<file path="src/alps_pkg.sv">
// ----------------------------------------------------------------------------
// alps_pkg: shared types and constants for the activity LED pulse shaper
// Colour codes, register indexes, configuration bundle and channel result.
// ----------------------------------------------------------------------------
package alps_pkg;

   localparam int ALPS_TIME_BITS = 10;   // default width of the time counters
   localparam int CFG_W          = 10;   // width of the millisecond registers
   localparam int ELAPSED_W      = 10;   // width of elapsed_ms
   localparam int CSR_INDEX_W    = 2;

   localparam logic [CFG_W-1:0] ON_TIME_RESET      = CFG_W'(80);
   localparam logic [CFG_W-1:0] GAP_TIME_RESET     = CFG_W'(20);
   localparam logic [CFG_W-1:0] FRESH_WINDOW_RESET = CFG_W'(20);

   typedef enum logic [CSR_INDEX_W-1:0] {
      CSR_UPLINK_VIEW  = 2'd0,
      CSR_ON_TIME      = 2'd1,
      CSR_GAP_TIME     = 2'd2,
      CSR_FRESH_WINDOW = 2'd3
   } csr_index_type;

   typedef enum logic [1:0] {
      COL_OFF   = 2'd0,
      COL_GREEN = 2'd1,
      COL_AMBER = 2'd2
   } colour_type;

   typedef enum logic [2:0] {
      PH_IDLE = 3'b001,
      PH_GAP  = 3'b010,
      PH_ON   = 3'b100
   } phase_type;

   typedef struct packed {
      logic [CFG_W-1:0] on_time;
      logic [CFG_W-1:0] gap_time;
      logic [CFG_W-1:0] fresh_window;
   } chan_cfg_type;

   typedef struct packed {
      colour_type colour;
      logic       started;
   } chan_out_type;

endpackage

</file>
<file path="src/alps_channel.sv">
// ----------------------------------------------------------------------------
// alps_channel: one LED channel
// Gap / on-pulse sequencer with coalesced pending flags and activity ages.
// ----------------------------------------------------------------------------
module alps_channel import alps_pkg::*; #(
   parameter int TIME_BITS = ALPS_TIME_BITS
) (
   input  logic                 clock,
   input  logic                 reset,
   input  logic                 step,
   input  logic                 linked,
   input  logic                 rx,
   input  logic                 tx,
   input  logic [ELAPSED_W-1:0] elapsed,
   input  chan_cfg_type         cfg,
   output chan_out_type         result
);

   localparam int SUM_W = ((TIME_BITS > CFG_W) ? TIME_BITS : CFG_W) + 1;
   localparam logic [TIME_BITS-1:0] TIME_MAX = '1;

   phase_type            phase_ff, phase_in;
   colour_type           colour_ff, colour_in;
   logic                 alt_ff, alt_in;
   logic                 pend_rx_ff, pend_rx_in;
   logic                 pend_tx_ff, pend_tx_in;
   logic                 rx_ever_ff, rx_ever_in;
   logic                 tx_ever_ff, tx_ever_in;
   logic [TIME_BITS-1:0] remain_ff, remain_in;
   logic [TIME_BITS-1:0] rx_age_ff, rx_age_in;
   logic [TIME_BITS-1:0] tx_age_ff, tx_age_in;

   logic [SUM_W-1:0]     elapsed_ext;
   logic [SUM_W-1:0]     rx_sum, tx_sum;
   logic [TIME_BITS-1:0] gap_load, on_load;
   logic                 rx_fresh, tx_fresh;
   logic                 done;
   chan_out_type         res;

   function automatic logic [TIME_BITS-1:0] clamp_time(input logic [SUM_W-1:0] v);
      logic [TIME_BITS-1:0] r;
      r = (v > SUM_W'(TIME_MAX)) ? TIME_MAX : v[TIME_BITS-1:0];
      return r;
   endfunction

   assign elapsed_ext = SUM_W'(elapsed);
   assign gap_load    = clamp_time(SUM_W'(cfg.gap_time));
   assign on_load     = clamp_time(SUM_W'(cfg.on_time));

   always_comb begin
      // advance time first
      remain_in = (SUM_W'(remain_ff) > elapsed_ext) ?
                  TIME_BITS'(SUM_W'(remain_ff) - elapsed_ext) : '0;
      rx_sum    = SUM_W'(rx_age_ff) + elapsed_ext;
      tx_sum    = SUM_W'(tx_age_ff) + elapsed_ext;
      rx_age_in = clamp_time(rx_sum);
      tx_age_in = clamp_time(tx_sum);

      phase_in   = phase_ff;
      colour_in  = colour_ff;
      alt_in     = alt_ff;
      pend_rx_in = pend_rx_ff;
      pend_tx_in = pend_tx_ff;
      rx_ever_in = rx_ever_ff;
      tx_ever_in = tx_ever_ff;
      res.colour  = COL_OFF;
      res.started = 1'b0;
      done        = 1'b0;
      rx_fresh    = 1'b0;
      tx_fresh    = 1'b0;

      if (!linked) begin
         // drop the channel back to its reset state
         phase_in   = PH_IDLE;
         colour_in  = COL_OFF;
         alt_in     = 1'b0;
         pend_rx_in = 1'b0;
         pend_tx_in = 1'b0;
         rx_ever_in = 1'b0;
         tx_ever_in = 1'b0;
         remain_in  = '0;
         rx_age_in  = '0;
         tx_age_in  = '0;
      end else begin
         if (rx) begin
            pend_rx_in = 1'b1;
            rx_age_in  = '0;
            rx_ever_in = 1'b1;
         end
         if (tx) begin
            pend_tx_in = 1'b1;
            tx_age_in  = '0;
            tx_ever_in = 1'b1;
         end
         if (phase_ff == PH_IDLE) begin
            if (!rx && !tx) begin
               res.colour = COL_GREEN;
               done       = 1'b1;
            end else begin
               phase_in  = PH_GAP;
               remain_in = gap_load;
            end
         end
         if (!done && phase_in == PH_GAP) begin
            done = 1'b1;
            if (remain_in != '0) begin
               res.colour = COL_OFF;
            end else begin
               phase_in  = PH_ON;
               remain_in = on_load;
               if (pend_rx_in && pend_tx_in) begin
                  alt_in    = !alt_ff;
                  colour_in = alt_in ? COL_AMBER : COL_GREEN;
               end else begin
                  colour_in = pend_tx_in ? COL_AMBER : COL_GREEN;
               end
               pend_rx_in  = 1'b0;
               pend_tx_in  = 1'b0;
               res.started = 1'b1;
               res.colour  = colour_in;
            end
         end
         if (!done) begin
            if (remain_in != '0) begin
               res.colour = colour_ff;
            end else begin
               // pulse over: start another cycle only on fresh activity
               rx_fresh   = SUM_W'(rx_age_in) < SUM_W'(cfg.fresh_window);
               tx_fresh   = SUM_W'(tx_age_in) < SUM_W'(cfg.fresh_window);
               pend_rx_in = rx_ever_in && rx_fresh;
               pend_tx_in = tx_ever_in && tx_fresh;
               if (pend_rx_in || pend_tx_in) begin
                  phase_in   = PH_GAP;
                  remain_in  = gap_load;
                  res.colour = COL_OFF;
               end else begin
                  phase_in   = PH_IDLE;
                  res.colour = COL_GREEN;
               end
            end
         end
      end
   end

   assign result = res;

   always_ff @(posedge clock) begin
      if (reset) begin
         phase_ff   <= PH_IDLE;
         colour_ff  <= COL_OFF;
         alt_ff     <= 1'b0;
         pend_rx_ff <= 1'b0;
         pend_tx_ff <= 1'b0;
         rx_ever_ff <= 1'b0;
         tx_ever_ff <= 1'b0;
         remain_ff  <= '0;
         rx_age_ff  <= '0;
         tx_age_ff  <= '0;
      end else if (step) begin
         phase_ff   <= phase_in;
         colour_ff  <= colour_in;
         alt_ff     <= alt_in;
         pend_rx_ff <= pend_rx_in;
         pend_tx_ff <= pend_tx_in;
         rx_ever_ff <= rx_ever_in;
         tx_ever_ff <= tx_ever_in;
         remain_ff  <= remain_in;
         rx_age_ff  <= rx_age_in;
         tx_age_ff  <= tx_age_in;
      end
   end

endmodule

</file>
<file path="src/activity_led_pulse_shaper.sv">
// ----------------------------------------------------------------------------
// activity_led_pulse_shaper: WAN / LAN activity LED pulse shaper
// Turns per-window link and activity flags into LED colours and pulse marks.
// ----------------------------------------------------------------------------
// One beat on the req_ channel is one sample window; exactly one rsp_ beat
// comes back for each, in order. The block takes one window per clock cycle
// while req_stall is low. The window is first caught in an input register,
// then both channel sequencers update their state in a single pass and the
// LED colours land in the result register, which drives rsp_valid. While a
// result waits under rsp_stall, one more window can still enter the input
// register; req_stall rises only once both registers are full. Write the csr_
// registers only while no window is in flight (index 0 uplink view, 1 on time,
// 2 gap time, 3 freshness window, the last three in milliseconds). Time
// counters are TIME_BITS wide and saturate.
// ----------------------------------------------------------------------------
module activity_led_pulse_shaper import alps_pkg::*; #(
   parameter int TIME_BITS = ALPS_TIME_BITS
) (
   input  logic                   clock,
   input  logic                   reset,
   // configuration
   input  logic                   csr_write,
   input  logic [CSR_INDEX_W-1:0] csr_index,
   input  logic [CFG_W-1:0]       csr_wdata,
   // window in
   input  logic                   req_valid,
   output logic                   req_stall,
   input  logic                   req_wan_linked,
   input  logic                   req_wan_rx_seen,
   input  logic                   req_wan_tx_seen,
   input  logic                   req_lan_linked,
   input  logic                   req_lan_seen,
   input  logic                   req_uplink_online,
   input  logic [ELAPSED_W-1:0]   req_elapsed_ms,
   // result out
   output logic                   rsp_valid,
   input  logic                   rsp_stall,
   output logic                   rsp_wan_green,
   output logic                   rsp_wan_amber,
   output logic                   rsp_lan_led,
   output logic                   rsp_wan_pulse_started,
   output logic                   rsp_lan_pulse_started
);

   // configuration registers
   logic             uplink_view_ff;
   chan_cfg_type     cfg_ff;

   // input register
   logic                 in_valid_ff, in_valid_in;
   logic                 wan_linked_ff, wan_rx_ff, wan_tx_ff;
   logic                 lan_linked_ff, lan_seen_ff, online_ff;
   logic [ELAPSED_W-1:0] elapsed_ff;

   // result register
   logic                 out_valid_ff, out_valid_in;
   logic                 wan_green_ff, wan_amber_ff, lan_led_ff;
   logic                 wan_started_ff, lan_started_ff;

   logic                 req_take;
   logic                 advance;
   logic                 wan_offline;
   logic                 wan_keep;
   chan_out_type         wan_res, lan_res;
   colour_type           wan_colour;
   logic                 wan_started;

   // register writes; unknown indexes cannot occur with a two-bit index
   always_ff @(posedge clock) begin
      if (reset) begin
         uplink_view_ff      <= 1'b0;
         cfg_ff.on_time      <= ON_TIME_RESET;
         cfg_ff.gap_time     <= GAP_TIME_RESET;
         cfg_ff.fresh_window <= FRESH_WINDOW_RESET;
      end else if (csr_write) begin
         unique case (csr_index_type'(csr_index))
            CSR_UPLINK_VIEW:  uplink_view_ff      <= csr_wdata[0];
            CSR_ON_TIME:      cfg_ff.on_time      <= csr_wdata;
            CSR_GAP_TIME:     cfg_ff.gap_time     <= csr_wdata;
            CSR_FRESH_WINDOW: cfg_ff.fresh_window <= csr_wdata;
            default: ;
         endcase
      end
   end

   // Advance the held window into the result register whenever the result
   // slot is empty or being drained this cycle.
   assign advance     = in_valid_ff && (!out_valid_ff || !rsp_stall);
   assign req_stall   = in_valid_ff && !advance;
   assign req_take    = req_valid && !req_stall;
   assign in_valid_in = req_take || (in_valid_ff && !advance);
   assign out_valid_in = advance || (out_valid_ff && rsp_stall);

   always_ff @(posedge clock) begin
      if (reset) begin
         in_valid_ff  <= 1'b0;
         out_valid_ff <= 1'b0;
      end else begin
         in_valid_ff  <= in_valid_in;
         out_valid_ff <= out_valid_in;
      end
   end

   // capture the window payload
   always_ff @(posedge clock) begin
      if (req_take) begin
         wan_linked_ff <= req_wan_linked;
         wan_rx_ff     <= req_wan_rx_seen;
         wan_tx_ff     <= req_wan_tx_seen;
         lan_linked_ff <= req_lan_linked;
         lan_seen_ff   <= req_lan_seen;
         online_ff     <= req_uplink_online;
         elapsed_ff    <= req_elapsed_ms;
      end
   end

   // Green mode with the uplink offline clears the WAN channel exactly as a
   // dropped link would, so fold it into the channel's link input.
   assign wan_offline = uplink_view_ff && wan_linked_ff && !online_ff;
   assign wan_keep    = wan_linked_ff && !wan_offline;

   alps_channel #(
      .TIME_BITS (TIME_BITS)
   ) u_wan_channel (
      .clock   (clock),
      .reset   (reset),
      .step    (advance),
      .linked  (wan_keep),
      .rx      (wan_rx_ff),
      .tx      (wan_tx_ff),
      .elapsed (elapsed_ff),
      .cfg     (cfg_ff),
      .result  (wan_res)
   );

   // LAN activity counts as receive only, so the LAN LED is never amber
   alps_channel #(
      .TIME_BITS (TIME_BITS)
   ) u_lan_channel (
      .clock   (clock),
      .reset   (reset),
      .step    (advance),
      .linked  (lan_linked_ff),
      .rx      (lan_seen_ff),
      .tx      (1'b0),
      .elapsed (elapsed_ff),
      .cfg     (cfg_ff),
      .result  (lan_res)
   );

   // Green mode: amber marks an offline uplink, traffic amber folds to green
   always_comb begin
      wan_colour  = wan_res.colour;
      wan_started = wan_res.started;
      if (uplink_view_ff) begin
         if (wan_offline) begin
            wan_colour  = COL_AMBER;
            wan_started = 1'b0;
         end else if (wan_res.colour == COL_AMBER) begin
            wan_colour = COL_GREEN;
         end
      end
   end

   // hold the result beat until it is taken
   always_ff @(posedge clock) begin
      if (advance) begin
         wan_green_ff   <= (wan_colour == COL_GREEN);
         wan_amber_ff   <= (wan_colour == COL_AMBER);
         lan_led_ff     <= (lan_res.colour != COL_OFF);
         wan_started_ff <= wan_started;
         lan_started_ff <= lan_res.started;
      end
   end

   assign rsp_valid             = out_valid_ff;
   assign rsp_wan_green         = wan_green_ff;
   assign rsp_wan_amber         = wan_amber_ff;
   assign rsp_lan_led           = lan_led_ff;
   assign rsp_wan_pulse_started = wan_started_ff;
   assign rsp_lan_pulse_started = lan_started_ff;

endmodule
</file>
<file path="config.mk">
export PLATFORM = sky130hd
export DESIGN_NAME = activity_led_pulse_shaper
export DESIGN_NICKNAME = d
export VERILOG_FILES = /design/src/alps_pkg.sv /design/src/alps_channel.sv /design/src/activity_led_pulse_shaper.sv
export SDC_FILE = /design/constraint.sdc
export NUM_CORES = 1
export LEC_CHECK = 0
export CORE_UTILIZATION = 40
export DETAILED_ROUTE_END_ITERATION = 10
export DONT_BUFFER_PORTS = 1
export PLACE_DENSITY_LB_ADDON = 0.25
export SETUP_SLACK_MARGIN = 0.3
export SLEW_MARGIN = 20
export SYNTH_ARGS = -nofsm -noshare
export SYNTH_HDL_FRONTEND = slang
export SYNTH_SLANG_ARGS = --single-unit
export TNS_END_PERCENT = 50
</file>
<file path="constraint.sdc">
create_clock -name clock -period 5.3 [get_ports clock]
set_clock_uncertainty 0.1 [all_clocks]
set_input_delay 0.795 -clock clock [delete_from_list [all_inputs] [get_ports clock]]
set_output_delay 0.795 -clock clock [all_outputs]
set_load 0.02 [all_outputs]
</file>
==> flow_summary.toml, run 1 <==
[outcome]
outcome = "completed"

[logic_synthesis]
synth_area_sq_um = 9200
synth.distinct_cells = 77
synth_commonest_cells = "a21oi_1, nand2_1, nor2_1"
async_flop_share_pct = 0
synthesis.instances = 1128
ys_seq_elements = 134
yosys_most_used_dff = "dfxtp_1"
yosys_warnings = 0
yosysSeqAreaShare_pct = 31.5
yosysTopAreaCell = "dfxtp_1"
yosysMostFrequentCell = "a21oi_1"
synth.top_cell.area_share_pct = 24.6
synth_edf_count = 21
synth.area.top_cells = "dfxtp_1, ha_1, edfxtp_1"
postSynthAreaPerCell_sq_um = 8.15
synth_nets = 1263

[drt]
top_layer = "met4"
wl_um = 27700
num_vias = 8393
dr.pass1.iters = 6
met3_length_um = 1840
wl_met1_um = 12400
via_per_inst = 5.92
final_antenna_net_count = 0
drt_iter0_markers = 572
route.met2.wl_um = 12700
detail_route.wl_per_cell_um = 19.5
drc = 0

[floorplanning]
fp.coreArea_sq_um = 22600
row_count = 55
fp.dieH_um = 154
die_w_um = 154
ios = 40
dieArea_sq_um = 23600
start_util_pct = 40.7

[grt]
grt_pass1_wl_um = 43200
grt_max_degree = 84
overflow = 0
grt_pass1_vias = 7852
grt_use_total_pct = 23.7
antenna_found_initial = 1

[setup_path]
worstPathArrival_ns = 4.82
cp-end-kind = "flip-flop"
critical_path_class = "reg2reg"
start_kind = "flip-flop"
cp_data_required_time_ns = 5.37
cp_max_fo = 9

[power_and_ir_drop]
leakage_nw = 4.07
power.density_nw_per_um2 = 275
ir_worst_vdd_uv = 232

[clocking]
worstSkewPairLatency_ns = 0.42
clk_pin_slew_ns = 0.06
tritoncts = "built"
cts_buffers = 17
cts.sinks = 134
htree_levels = 4
cts_hold_buf = 0
cts_root_buf = "clkbuf_16"
clockBufferDepth = 2

[final_layout]
fin_nets = 1254
drive_gt1_share_pct = 6.63
area_growth_pct = 10.4

[sta]
tightest_slew_ns = 1.11
fmax_mhz = 211
setup_viol = 0
min_period_over_period_pct = 89.6
tns_ns = 0
fin_crit_ns = 4.75
drv_slew = 0
hold_viol_final = 0
rsz0062_at_grt = "true"
fin_ws_ns = 0.551
slew_headroom_pct = 25.8

[placement]
dpl.hpwl_um = 20200
dp_slack_ns = 0.449
routabilityCongestion = 0.884
port_buffers = 0

[min_path]
hold_path.class = "in2reg"

[job]
max_cap_violations = 0
-- state kept, by name, summed over array words and instances, names as in the netlist, 2 cells and up --
signal,flops
u_lan_channel.tx_age_ff,10
cfg_ff,30
u_lan_channel.rx_age_ff,10
u_wan_channel.colour_ff,2
u_lan_channel.remain_ff,10
u_wan_channel.tx_age_ff,10
elapsed_ff,10
u_wan_channel.rx_age_ff,10
u_lan_channel.phase_ff,3
u_wan_channel.remain_ff,10
u_wan_channel.phase_ff,3
u_lan_channel.colour_ff,2
-- timing repair --
| action | CTS | global route |
|---|---|---|
| setup endpoints to repair | 0 | 12 |
| gates resized for setup | 0 | 7 |
| buffers inserted | 0 | 9 |
-- metrics by stage --
step | cells | hold slack, ns | util [%] | area [sq um] | power, mW
floorplan | 1128 | 0.329 | - | 9200 | 1.47
global placement | 1376 | 0.335 | 41.8 | 9430 | 1.58
detailed placement | 1376 | 0.343 | 41.8 | 9440 | 1.58
CTS | 1408 | 0.335 | 44.5 | 10000 | 2.79
global route | 1417 | 0.332 | 45.0 | 10100 | 2.91
finish | 1418 | 0.348 | 45.0 | 10100 | 2.79
-- cells by family after synthesis --
logic type / synth area share [%]
compound gates: 26.3
xor+xnor: 3.52
buf+inv: 4.15
mux: 0.218
fa+ha+maj: 14.4
simple gates: 19.9
flops: 31.5
-- worst paths after layout --
kind / from / end / slack [ns] / depth (start not counted)
max: elapsed_ff[1] / rsp_lan_led / 0.55 / 20
min: reset / u_lan_channel.alt_ff / 0.35 / 1
max reg2reg: elapsed_ff[1] / rsp_lan_led / 0.55 / 20
min reg2reg: cfg_ff[0] / cfg_ff[0] / 0.35 / 2
-- where the power goes --
group	switching (mW)	internal, mW
clock	0.469	0.740
combinational	0.282	0.181
sequential	0.0486	1.07
total	0.800	1.99
-- worst max-delay path, stage by stage, from the launching register on --
cell        delay, ns
edfxtp_1         0.43
buf_4            0.16
clkinvlp_4       0.12
buf_4            0.20
fa_1             0.46
nand2b_1         0.20
a21oi_1          0.18
nor2_1           0.09
a21o_1           0.20
o21a_1           0.32
o21ai_0          0.18
ha_1             0.31
nor2b_1          0.14
o21ai_0          0.14
a21oi_1          0.09
o21a_1           0.17
o21ai_0          0.15
nand4b_1         0.23
nand2_1          0.28
a21boi_0         0.13
a22o_1           0.22
-- metal layers --
| layer | track usage [%] | vias to the layer above |
|---|---|---|
| met4 | 8.10 | 0 |
| met5 | 0 | - |
| met2 | 38.7 | 277 |
| li1 | - | 4126 |
| met1 | 30.7 | 3943 |
| met3 | 5.36 | 47 |
-- layout make-up --
cell class / count / area (sq um)
Antenna cell: 1 / 2.50
Clock buffer: 23 / 520
Clock inverter: 9 / 87.6
Fill cell: 2205 / 12400
Inverter: 51 / 195
Multi-Input combinational cell: 897 / 5960
Sequential cell: 134 / 2890
Tap cell: 285 / 357
Timing Repair Buffer: 18 / 135
-- layout by cell type (no fill, tap or decap), drive strengths merged, types with 9 or more instances in the layout --
cell type	n
xnor2	25
nand3b	9
o22ai	10
dfxtp	113
nand2b	15
nor2b	10
ha	96
o21a	19
o21bai	14
nor2	122
clkbuf	23
o21ai	58
xor2	12
buf	18
edfxtp	21
nand3	23
nand2	124
a21o	21
a21oi	127
a211oi	12
inv	52
nor3	28
a221o	10
a22oi	25
(Power assumes the default switching activity.)
==> run 2: changes to the inputs <==
--- a/config.mk
+++ b/config.mk
@@ -8,7 +8,7 @@
 export CORE_UTILIZATION = 40
 export DETAILED_ROUTE_END_ITERATION = 10
 export DONT_BUFFER_PORTS = 1
-export PLACE_DENSITY_LB_ADDON = 0.25
+export PLACE_DENSITY = 0.59
 export SETUP_SLACK_MARGIN = 0.3
 export SLEW_MARGIN = 20
 export SYNTH_ARGS = -nofsm -noshare
==> flow_summary.toml, run 2 (synthesized netlist as in run 1, its figures left out) <==
[sta]
setup_viol = 0
fmax_mhz = 211
rsz0062_at_grt = "false"
min_period_over_period_pct = 89.5
slew_headroom_pct = 27.6
drv_slew = 0
hold_viol_final = 0
fin_crit_ns = 4.75
tightest_slew_ns = 1.08
tns_ns = 0

[grt]
grt_pass1_vias = 7929
grt_max_degree = 84
grt_use_total_pct = 24.4
antenna_found_initial = 1
overflow = 0
grt_pass1_wl_um = 44400

[placement]
port_buffers = 0
dpl.hpwl_um = 20600
placed_area_sq_um = 9460
routabilityCongestion = 0.901

[setup_path]
r2r_cells = 18
start_kind = "flip-flop"
worstPathArrival_ns = 4.96
critPathMaxStageDelay_ns = 0.57
cp-end-kind = "flip-flop"
cp_max_fo = 7
r2r-end = "u_wan_channel.remain_ff[0]"
slowest_stage = "edfxtp_1"
reg2reg_from = "elapsed_ff[6]"
critical_path_class = "reg2reg"
cp_num_cells = 18
cp_data_required_time_ns = 5.51
r2r_slack_ns = 0.55
crit_path_cell_trace = "ha_1 -> or4_1 -> o22ai_1 -> o21bai_1 -> a21oi_1 -> buf_4 -> a21oi_1 -> ha_1 -> nand3_1 -> nor3_2 -> nand2_1 -> o211ai_1 -> a41o_1 -> nand2_1 -> and3_1 -> or2_1 -> and2_1 -> a221o_1"
critPathBufInv = 1
cp_top_family = "simple AND/OR/NAND/NOR gates"

[floorplanning]
fp.dieH_um = 154
start_util_pct = 40.7
dieArea_sq_um = 23600
ios = 40
row_count = 55
die_w_um = 154
fp.coreArea_sq_um = 22600

[clocking]
cts_buffers = 17
tritoncts = "built"
cts_root_buf = "clkbuf_16"
cts_hold_buf = 0
cts.sinks = 134
htree_levels = 4
clk_pin_slew_ns = 0.07
clockBufferDepth = 2
worstSkewPairLatency_ns = 0.44

[final_layout]
design_area_sq_um = 10100
area_growth_pct = 9.89
final_common_cell = "nand2_1"
drive_gt1_share_pct = 6.19
fin_nets = 1252
final_util_pct = 44.8
regMostFlops = "cfg_ff"
largest_register_ffs = 30
final_cell_mix = "nand2_1, a21oi_1, nor2_1"
nFillCells = 2256

[power_and_ir_drop]
leakage_nw = 4.04
ir_worst_vdd_uv = 215
power.density_nw_per_um2 = 279

[drt]
num_vias = 8497
via_per_inst = 6.00
detail_route.wl_per_cell_um = 20.0
dr.pass1.iters = 5
final_antenna_net_count = 0
wl_um = 28300
drc = 0
drt_iter0_markers = 579

[min_path]
hold_path.class = "in2reg"
min_path_cells = 0
min_from = "req_elapsed_ms[5]"
hold_path_end = "elapsed_ff[5]"

[outcome]
outcome = "completed"

[job]
max_cap_violations = 0
run 2: final cells by class:
cell class | instances | area (sq um) | area share, %
Antenna cell | 1 | 2.50 | 0.0248
Multi-Input combinational cell | 897 | 5940 | 58.8
Clock inverter | 14 | 173 | 1.71
Clock buffer | 18 | 429 | 4.25
Timing Repair Buffer | 16 | 120 | 1.19
Sequential cell | 134 | 2890 | 28.6
Tap cell | 285 | 357 | 3.53
Inverter | 51 | 191 | 1.89
run 2: through the flow:
stage	hold WS, ns	std cells	power, mW	worst slack (ns)
floorplan	0.329	1128	1.47	0.942
global placement	0.337	1379	1.59	0.619
detailed placement	0.343	1379	1.59	0.533
CTS	0.318	1411	2.82	0.520
global route	0.338	1416	2.92	0.298
finish	0.348	1416	2.82	0.555
run 2: worst register-to-register path, cell delays in order (launching register included):
cell and delay, ns:
edfxtp_1 0.57, ha_1 0.33, or4_1 0.52, o22ai_1 0.32, o21bai_1 0.10, a21oi_1 0.20, buf_4 0.19, a21oi_1 0.11
ha_1 0.35, nand3_1 0.11, nor3_2 0.22, nand2_1 0.07, o211ai_1 0.08, a41o_1 0.16, nand2_1 0.09, and3_1 0.23
or2_1 0.29, and2_1 0.25, a221o_1 0.32
run 2: layer usage:
layer	part of all wire (%)	global-route usage [%]	wire length (um)	up-vias
met5	0	0	0	-
met4	2.3	8.38	663	0
met3	6.8	4.82	1930	43
met2	45	38.4	12800	306
met1	46	33.3	12900	4036
li1	-	-	-	4112
run 2: what timing repair did:
item                       in CTS  in global routing
setup endpoints to repair       0                 10
hold endpoints to repair        0                  0
gates resized for setup         0                  4
buffers inserted                0                  4
run 2: worst max path at each step:
| stage | end | start | slack, ns |
|---|---|---|---|
| floorplan | u_wan_channel.remain_ff[1] | elapsed_ff[1] | 0.94 |
| global placement | rsp_lan_led | elapsed_ff[0] | 0.62 |
| detailed placement | u_wan_channel.remain_ff[0] | elapsed_ff[1] | 0.53 |
| CTS | u_wan_channel.remain_ff[0] | elapsed_ff[1] | 0.52 |
| global route | u_wan_channel.remain_ff[0] | elapsed_ff[1] | 0.30 |
| finish | u_wan_channel.remain_ff[0] | elapsed_ff[6] | 0.55 |
run 2: where the power goes:
part | switching, mW | internal, mW | leakage (nW)
Clock | 0.494 | 0.744 | 0.291
Combinational | 0.281 | 0.180 | 2.63
Sequential | 0.0493 | 1.07 | 1.12
Total | 0.824 | 1.99 | 4.04
==> run 3: changes to the inputs <==
--- a/config.mk
+++ b/config.mk
@@ -8,7 +8,7 @@
 export CORE_UTILIZATION = 40
 export DETAILED_ROUTE_END_ITERATION = 10
 export DONT_BUFFER_PORTS = 1
-export PLACE_DENSITY = 0.59
+export PLACE_DENSITY = 0.62
 export SETUP_SLACK_MARGIN = 0.3
 export SLEW_MARGIN = 20
 export SYNTH_ARGS = -nofsm -noshare
==> constraint.sdc (replaced) <==
create_clock -name clock -period 4.9 [get_ports clock]
set_clock_uncertainty 0.1 [all_clocks]
set_input_delay 0.735 -clock clock [delete_from_list [all_inputs] [get_ports clock]]
set_output_delay 0.735 -clock clock [all_outputs]
set_load 0.02 [all_outputs]
==> flow_summary.toml, run 3 (synthesized netlist as in run 1, its figures left out) <==
[outcome]
outcome = "completed"

[clocking]
clk_pin_slew_ns = 0.06
worstSkewPairLatency_ns = 0.43
cts_buffers = 17
htree_levels = 4
clockBufferDepth = 2
tritoncts = "built"
cts_root_buf = "clkbuf_16"
cts.sinks = 134
cts_hold_buf = 0

[floorplanning]
start_util_pct = 40.7
fp.coreArea_sq_um = 22600
fp.dieH_um = 154
ios = 40
dieArea_sq_um = 23600
die_w_um = 154
row_count = 55

[final_layout]
drive_gt1_share_pct = 9.76
final_util_pct = 46.0
final_cell_mix = "nand2_1, nor2_1, a21oi_1"
regMostFlops = "cfg_ff"
design_area_sq_um = 10400
fin_nets = 1270
nFillCells = 2226
largest_register_ffs = 30
final_common_cell = "nand2_1"
area_growth_pct = 12.9

[placement]
dpl.hpwl_um = 19800
dp_slack_ns = 0.193
port_buffers = 0
routabilityCongestion = 0.923
placed_area_sq_um = 9500

[drt]
final_antenna_net_count = 0
num_vias = 8417
dr.pass1.iters = 5
drc = 0
drt_iter0_markers = 590
wl_um = 26900
detail_route.wl_per_cell_um = 18.8
via_per_inst = 5.87

[grt]
grt_pass1_vias = 7835
antenna_found_initial = 3
overflow = 0
grt_busiest_layer = "met2"
met1_usage_pct = 29.6
grt_pass1_wl_um = 42100
use_met3_pct = 4.48
use_met2_pct = 37.1
grt_use_total_pct = 22.8
grt_max_degree = 84

[setup_path]
crit_path_cell_trace = "buf_6 -> ha_2 -> inv_2 -> fa_2 -> nor2b_1 -> o31a_1 -> o41a_1 -> or3_1 -> a21oi_1 -> nor2_1 -> ha_1 -> nand3_2 -> nor4b_2 -> a31o_2 -> nand2_2 -> and3_4 -> or2_4 -> and2_4 -> a221o_1"
cp-end-kind = "flip-flop"
slowest_stage = "edfxtp_1"
critPathBufInv = 2
worstPathArrival_ns = 4.74
cp_data_required_time_ns = 5.11
cp_max_fo = 5
critical_path_class = "reg2reg"
critPathMaxStageDelay_ns = 0.43
cp_top_family = "simple AND/OR/NAND/NOR gates"
start_kind = "flip-flop"

[power_and_ir_drop]
ir_worst_vdd_uv = 236
comb_power_share_pct = 17.4
sw_frac_of_total_pct = 27.9
power_frac_seq_pct = 39.4
leakage_nw = 4.15
p_int_mw = 2.20
switchingPower_uw = 850
power.density_nw_per_um2 = 294
power_frac_clock_pct = 43.2

[sta]
slew_headroom_pct = 28.2
fin_ws_ns = 0.370
tightest_slew_ns = 1.07
holdWs_ns = 0.278
fin_crit_ns = 4.53
drv_slew = 0
tns_ns = 0
fmax_mhz = 221
min_period_over_period_pct = 92.5
setup_viol = 0
hold_viol_final = 0
rsz0062_at_grt = "true"

[min_path]
hold_path.class = "in2reg"

[job]
max_cap_violations = 0
## run 3: power by group through the flow
stage / clock network [mW] / registers (mW) / logic, mW
3_5_place_dp: 0 / 1.23 / 0.491
3_3_place_gp: 0 / 1.23 / 0.489
5_1_grt: 1.37 / 1.20 / 0.591
4_1_cts: 1.33 / 1.20 / 0.500
2_1_floorplan: 0 / 1.20 / 0.390
6_report: 1.32 / 1.20 / 0.531
## run 3: per-stage QoR
| step | cells | power [mW] |
|---|---|---|
| after floorplan | 1128 | 1.59 |
| after global placement | 1385 | 1.71 |
| after detailed placement | 1385 | 1.72 |
| after CTS | 1421 | 3.03 |
| after global routing | 1433 | 3.17 |
| final | 1433 | 3.05 |
## run 3: final cells by class
type	instances	area, sq um	share of cell area [%]
Clock inverter	7	91.3	0.880
Antenna cell	1	2.50	0.0241
Inverter	51	195	1.88
Multi-Input combinational cell	897	6060	58.4
Sequential cell	134	2890	27.9
Tap cell	285	357	3.44
Clock buffer	24	513	4.94
Timing Repair Buffer	34	263	2.53
## run 3: repair_timing
action / CTS / global route
gates resized for setup: 2 / 38
buffers inserted: 5 / 11
pin swaps: 0 / 16
hold endpoints to repair: 0 / 0
endpoints found under the setup margin: 5 / 22
## run 3: path summary, 6_finish.rpt
| kind | startpoint | endpoint | slack (ns) | cells past startpoint |
|---|---|---|---|---|
| max reg2reg | elapsed_ff[0] | u_wan_channel.remain_ff[0] | 0.37 | 19 |
| min | reset | u_lan_channel.colour_ff[0] | 0.28 | 1 |
| min reg2reg | cfg_ff[0] | cfg_ff[0] | 0.35 | 2 |
| max | elapsed_ff[0] | u_wan_channel.remain_ff[0] | 0.37 | 19 |
## run 3: per-layer routing
| layer | share of wire (%) | vias to the layer above |
|---|---|---|
| met5 | 0.048 | - |
| met4 | 3.0 | 2 |
| met3 | 5.8 | 56 |
| met2 | 46 | 237 |
| li1 | - | 4158 |
| met1 | 45 | 3964 |
